## src/hw/rtl/col_pkg.sv

```systemverilog
package col_pkg;

   // table geometry
   localparam int TABLE_DEPTH = 64;
   localparam int IDX_W       = (TABLE_DEPTH > 1) ? $clog2(TABLE_DEPTH) : 1;
   localparam int CNT_W       = $clog2(TABLE_DEPTH + 1);

   // field widths fixed by the interface
   localparam int IP_W     = 32;
   localparam int PORT_W   = 16;
   localparam int OWNER_W  = 32;
   localparam int CSTATE_W = 8;
   localparam int COUNT_W  = 7;
   localparam int CSR_W    = 16;
   localparam int REQ_W    = 136;
   localparam int RSP_W    = 48;

   // register reset values
   localparam logic [PORT_W-1:0] LOWEST_PORT_RESET = 16'd1024;
   localparam logic [CSR_W-1:0]  STATE_MASK_RESET  = 16'd1150;

   // register indexes
   localparam logic REG_LOWEST_PORT = 1'b0;
   localparam logic REG_STATE_MASK  = 1'b1;

   typedef enum logic [1:0] {
      OP_CLEAR  = 2'd0,
      OP_INSERT = 2'd1,
      OP_LOOKUP = 2'd2,
      OP_NOP    = 2'd3
   } op_type;

   typedef enum logic [1:0] {
      STATUS_OK       = 2'd0,
      STATUS_FILTERED = 2'd1,
      STATUS_FULL     = 2'd2
   } status_type;

   // one stored connection
   typedef struct packed {
      logic [OWNER_W-1:0] owner;
      logic [PORT_W-1:0]  peer_port;
      logic [IP_W-1:0]    peer_ip;
      logic [PORT_W-1:0]  own_port;
      logic [IP_W-1:0]    own_ip;
   } entry_type;

   // lookup key travelling down the chain
   typedef struct packed {
      logic              use1;
      logic              use2;
      logic [IP_W-1:0]   ip1;
      logic [PORT_W-1:0] port1;
      logic [IP_W-1:0]   ip2;
      logic [PORT_W-1:0] port2;
   } key_type;

   // partial lookup result travelling with the key
   typedef struct packed {
      logic               tok;
      logic               found;
      logic [OWNER_W-1:0] owner;
   } res_type;

   // table control broadcast to every cell
   typedef struct packed {
      logic             wr_en;
      logic [IDX_W-1:0] wr_idx;
      logic [CNT_W-1:0] count;
   } ctl_type;

   // result word, lowest field last
   typedef struct packed {
      logic [COUNT_W-1:0] count;
      status_type         status;
      logic               found;
      logic [OWNER_W-1:0] owner;
   } rsp_type;

endpackage

```

## src/hw/rtl/col_cell.sv

```systemverilog
module col_cell (
   input  logic                  clock,
   input  logic                  reset,
   input  logic [col_pkg::IDX_W-1:0] cell_idx,
   input  col_pkg::ctl_type      ctl,
   input  col_pkg::entry_type    wr_entry,
   input  col_pkg::key_type      key_in,
   input  col_pkg::res_type      res_in,
   output col_pkg::key_type      key_out,
   output col_pkg::res_type      res_out
);
   import col_pkg::*;

   entry_type entry_ff, entry_in;
   key_type   key_ff, key_in_next;
   res_type   res_ff, res_in_next;
   logic      valid;
   logic      hit1;
   logic      hit2;
   logic      hit;

   // entry is live when it sits below the fill count
   assign valid = (CNT_W'(cell_idx) < ctl.count);

   // a used packet endpoint already passes the threshold, so an equal
   // entry endpoint passes it as well
   assign hit1 = key_in.use1 &&
                 ((entry_ff.own_ip == key_in.ip1 && entry_ff.own_port == key_in.port1) ||
                  (entry_ff.peer_ip == key_in.ip1 && entry_ff.peer_port == key_in.port1));
   assign hit2 = key_in.use2 &&
                 ((entry_ff.own_ip == key_in.ip2 && entry_ff.own_port == key_in.port2) ||
                  (entry_ff.peer_ip == key_in.ip2 && entry_ff.peer_port == key_in.port2));
   assign hit  = valid && (hit1 || hit2);

   // store on insert, pass key along, keep the first hit
   always_comb begin
      entry_in = entry_ff;
      if (ctl.wr_en && ctl.wr_idx == cell_idx) begin
         entry_in = wr_entry;
      end
      key_in_next       = key_in;
      res_in_next.tok   = res_in.tok;
      res_in_next.found = res_in.found || hit;
      if (res_in.found) begin
         res_in_next.owner = res_in.owner;
      end else if (hit) begin
         res_in_next.owner = entry_ff.owner;
      end else begin
         res_in_next.owner = '0;
      end
   end

   always_ff @(posedge clock) begin
      entry_ff     <= entry_in;
      key_ff       <= key_in_next;
      res_ff.found <= res_in_next.found;
      res_ff.owner <= res_in_next.owner;
      if (reset) begin
         res_ff.tok <= 1'b0;
      end else begin
         res_ff.tok <= res_in_next.tok;
      end
   end

   assign key_out = key_ff;
   assign res_out = res_ff;

endmodule

```

## config.mk

```make
export PLATFORM = sky130hd
export DESIGN_NAME = col_cell
export DESIGN_NICKNAME = d
export VERILOG_FILES = /design/src/hw/rtl/col_pkg.sv /design/src/hw/rtl/col_cell.sv
export SDC_FILE = /design/constraint.sdc
export NUM_CORES = 1
export LEC_CHECK = 0
export ABC_AREA = 1
export BUFFER_PORTS_ARGS = -buffer_cell sky130_fd_sc_hd__buf_4
export CORE_AREA = 2 2 159 161
export DETAILED_ROUTE_END_ITERATION = 8
export DIE_AREA = 0 0 161 163
export PLACE_DENSITY = 0.8
export SLEW_MARGIN = 20
export SYNTH_ARGS = -nofsm -noshare
export SYNTH_HDL_FRONTEND = slang
export SYNTH_SLANG_ARGS = --single-unit
```

## constraint.sdc

```tcl
create_clock -name clock -period 23 [get_ports clock]
set_input_delay 4.6 -clock clock [delete_from_list [all_inputs] [get_ports clock]]
set_output_delay 4.6 -clock clock [all_outputs]
set_load 0.03 [all_outputs]
```

=== After elaboration in Yosys (flattened, before gate mapping) ===
Index checks and enable logic that the tools add are counted.

* Register bits after elaboration: 260
* Latch bits: 0
* RAM bits: 0
* ROM bits: 0
* Bits of input ports: 282
* Output and inout bits: 132
* Logic and storage cells: 38
* Memories kept: 0

* Add/subtract/negate cells: 0
* Multiply operators: 0
* Divide/modulo/power cells: 0
* Order comparisons: 1
* Equal/unequal tests: 9
* Shifts and indexed selects: 0
* Multiplexer cells: 2
* Bitwise logic cells: 0
* Reductions and logical operators: 12

{| class="wikitable"
|+ Operators by type and width
! cell !! count
|-
| $eq A32 B32 Y1 || 4
|-
| $eq A16 B16 Y1 || 4
|-
| $mux W32 || 2
|-
| $logic_and A1 B1 Y1 || 8
|-
| $lt A6 B7 Y1 || 1
|-
| $eq A6 B6 Y1 || 1
|-
| $logic_or A1 B1 Y1 || 4
|}

=== Depth between registers and ports, before layout ===
* Depth in word-level cells: 8
* Mapped depth: 14
* Mapped depth without buffers: 13

=== Least setup slack after synthesis ===
No wires, ideal clock.

* Path kind: input to register
* Start point: in ctl[9] in the netlist's numbering
* End point: reg entry_ff[0] in the netlist's numbering, enable pin
* Library setup time: 929 ps
* Arrival: 17,005 ps
* Required time: 22,071 ps
* Slack: 5,066 ps
* Cell stages on the path: 4
* Buffers on the path: 0
* Cell sequence: xor2_1 a21oi_1 o2111ai_1 nor4_1

* Word-level cells in the longest chain between the ends: 2

{| class="wikitable"
|+ RTL lines
! element !! line !! text
|-
| start, declared || col_cell.sv:5 || <nowiki>input col_pkg::ctl_type ctl,</nowiki>
|-
| $eq A6 B6 Y1 || col_cell.sv:38 || <nowiki>if (ctl.wr_en && ctl.wr_idx == cell_idx) begin</nowiki>
|-
| $logic_and A1 B1 Y1 || col_cell.sv:38 ||
|-
| end signal, assigned || col_cell.sv:54 || <nowiki>entry_ff <= entry_in;</nowiki>
|-
| end, declared || col_cell.sv:14 || <nowiki>entry_type entry_ff, entry_in;</nowiki>
|}

Every way passes these cells.
A chain may end at the register's enable or synchronous reset.

=== Worst setup path in the final report ===
* Start point: in cell_idx[2] in the netlist's numbering
* End point: reg entry_ff[94] in the netlist's numbering, enable pin

* Word-level cells in the longest chain between the ends: 2

{| class="wikitable"
|+ RTL lines
! element !! line !! text
|-
| start, declared || col_cell.sv:4 || <nowiki>input logic [col_pkg::IDX_W-1:0] cell_idx,</nowiki>
|-
| $eq A6 B6 Y1 || col_cell.sv:38 ||
|-
| $logic_and A1 B1 Y1 || col_cell.sv:38 ||
|}

Every way passes these cells.

==> flow_summary.toml <==
[status]
status = "completed"

[power]
ir_drop_v = 0.0000612
total_power_uw = 1090
p_per_area_nw_per_um2 = 74.4
leakagePower_uw = 0.00659

[timing]
setup_viol = 0
period_share_pct = 29.3
slew_viol_final = 0
fin_skew_ps = 7.44
final.setup.tns_ps = 0
period_minus_slack_ps = 6750
relSlewSlack_pct = 41.2
rsz0062_at_grt = "no"
max_freq_mhz = 148
hold_violations = 0
worstMarginPinSlew_ps = 882

[synthesis]
synth_most_common_cell = "nand2_1"
synth_area_um2 = 10300
ys_ff_latch = 260
syn_avg_cell_area_um2 = 10.5
ys_top_cells_by_count = "nand2_1, xnor2_1, dfxtp_1"
synth_cell_types = 24
yosys.area.top_type = "edfxtp_1"
synthTopCellsByArea = "edfxtp_1, dfxtp_1, xnor2_1"
seq_area_frac_synth_pct = 63.2
synth_fp_nets = 1261
yosysWarnings = 0
ys_async_sr_fraction_pct = 0
synth_edf_count = 128
yosys.area.top_type_share_pct = 37.5
synth_ff_type = "dfxtp_1"
synthCells = 974

[finish]
final_util_pct = 59.4
area_delta_synth_final_pct = 42.9
drive_gt1_share_pct = 33.9
diodes = 0
final_nets = 1694

[setup_path]
cp-start-kind = "input pin"
cp-startpoint = "cell_idx[2]"
worstPathMaxFanout = 68
timing.rr.start = "entry_ff[34]"
r2r_setup_slack_ps = 20890
end_kind = "flop"
cp_data_required_time_ps = 23150
crit_type = "input pin to flop"
crit_arrival_ps = 6900

[global_routing]
grt_max_degree = 69
grt_pass1_vias = 8184
antenna_found_initial = 0
grt_usage_pct = 21.3
grt_pass1_wl_mm = 43.1
globalRoute.totalOverflow = 0

[flow_run]
maxCapViolCount = 0

[clock_tree]
cts-root-buf = "clkbuf_16"
clkSinkCount = 260
cts-htree-levels = 1
clkLatencyLatePin_ps = 530
cts_tree = "done"
cts_setup_buffers = 0
clk_transition_reported_paths_ps = 60
cts.repair.resized = 0
hold_buffers = 0
cts_buffer_depth = 3
cts_made_buffers = 28

[routing]
num_vias = 7952
viasPerCell = 4.52
ant_nets = 0
route.detailed.drc = 0
drtIter0Drc = 385
firstDrtPassIters = 4
routed_wl_mm = 29.2
wl_per_cell_um = 16.6

[placed_design]
place.gp.congestion = 0.853
numPortBuffers = 413
hpwl_mm = 23.0

[die]
die_w_um = 161
io_pins = 414
core_um2 = 24700
dieArea_um2 = 26200
initial_utilization_pct = 41.6
die_height_um = 163
rows = 58

[worst_hold_path]
hp-start = "entry_ff[124]"
hold_path.class = "flop to flop"
[stage by stage]
| stage | hold WS [ps] | cell area [um2] | setup slack, ps | std cells |
|---|---|---|---|---|
| after floorplan | 550 | 10300 | 5070 | 974 |
| after global placement | 557 | 13700 | 15810 | 1707 |
| after detailed placement | 575 | 13700 | 15720 | 1707 |
| after CTS | 591 | 14700 | 16270 | 1759 |
| after global routing | 618 | 14700 | 16050 | 1759 |
| final | 589 | 14700 | 16250 | 1759 |
[sequential cells by signal (all words and copies together) (netlist names)]
name / flops
entry_ff: 128
key_out: 98
res_out: 34
[area by class of cell]
type | instances | area (um2)
inverter | 107 | 402
fill | 2037 | 10000
timing repair buffer | 416 | 3120
multi-input combinational | 594 | 3300
tap | 330 | 413
clock inverter | 15 | 130
sequential | 260 | 6490
clock buffer | 37 | 807
[metal layers]
| layer | wire length, um | share of wire (%) | up-vias | GRT usage (%) |
|---|---|---|---|---|
| met3 | 1790 | 6.1 | 76 | 3.90 |
| met5 | 0 | 0 | - | 0 |
| met4 | 1300 | 4.5 | 0 | 8.81 |
| li1 | - | - | 3901 | - |
| met1 | 11400 | 39 | 3675 | 25.3 |
| met2 | 14800 | 51 | 300 | 38.1 |
[path summary, 6_finish.rpt]
| kind | endpoint | cells past startpoint |
|---|---|---|
| worst max-delay path | entry_ff[94] | 7 |
| worst min-delay path | res_out[28] | 4 |
| worst max register to register | res_out[27] | 11 |
| worst min register to register | res_out[28] | 4 |
[report_power, final]
group          total, uW  switching (uW)  leakage [uW]  internal (uW)
sequential           508            5.99       0.00226            502
combinational        135            70.0       0.00386           64.7
clock                449             180      0.000462            268
total               1090             256       0.00659            835
[critical path, stage by stage]
cell       delay (ps)
buf_4             120
xor2_1            140
a21oi_1           120
o2111ai_1         120
nor4_2            190
buf_4             660
buf_4             800
[cells in the final DEF, fill, tap and decap left out]
cell type	count
clkinv_2	6
clkinv_4	2
nand4_1	6
clkbuf_8	3
o22ai_1	1
dfxtp_1	132
xnor2_1	157
or2_0	2
clkinv_1	4
or2_1	2
nor2_1	97
clkbuf_1	4
nand2_4	1
a21oi_1	3
nand2_1	272
buf_4	416
bufinv_16	2
nor4_2	1
nand3_1	21
nand3_2	20
nand2_2	2
edfxtp_1	128
inv_1	107
o2111ai_1	1
xor2_1	1
a41oi_4	1
clkinvlp_4	1
ha_1	5
clkbuf_16	30
o21ai_0	1
[logic make-up after synthesis]
family                     share of synthesized area (%)
and+or+nand+nor                                     17.4
DFF                                                 63.2
adders and majority gates                          0.610
AOI/OAI and AO/OA                                  0.500
xor gates and xnor gates                            13.5
buffers and inverters                               4.77
Power figures use the tool's default switching activity.
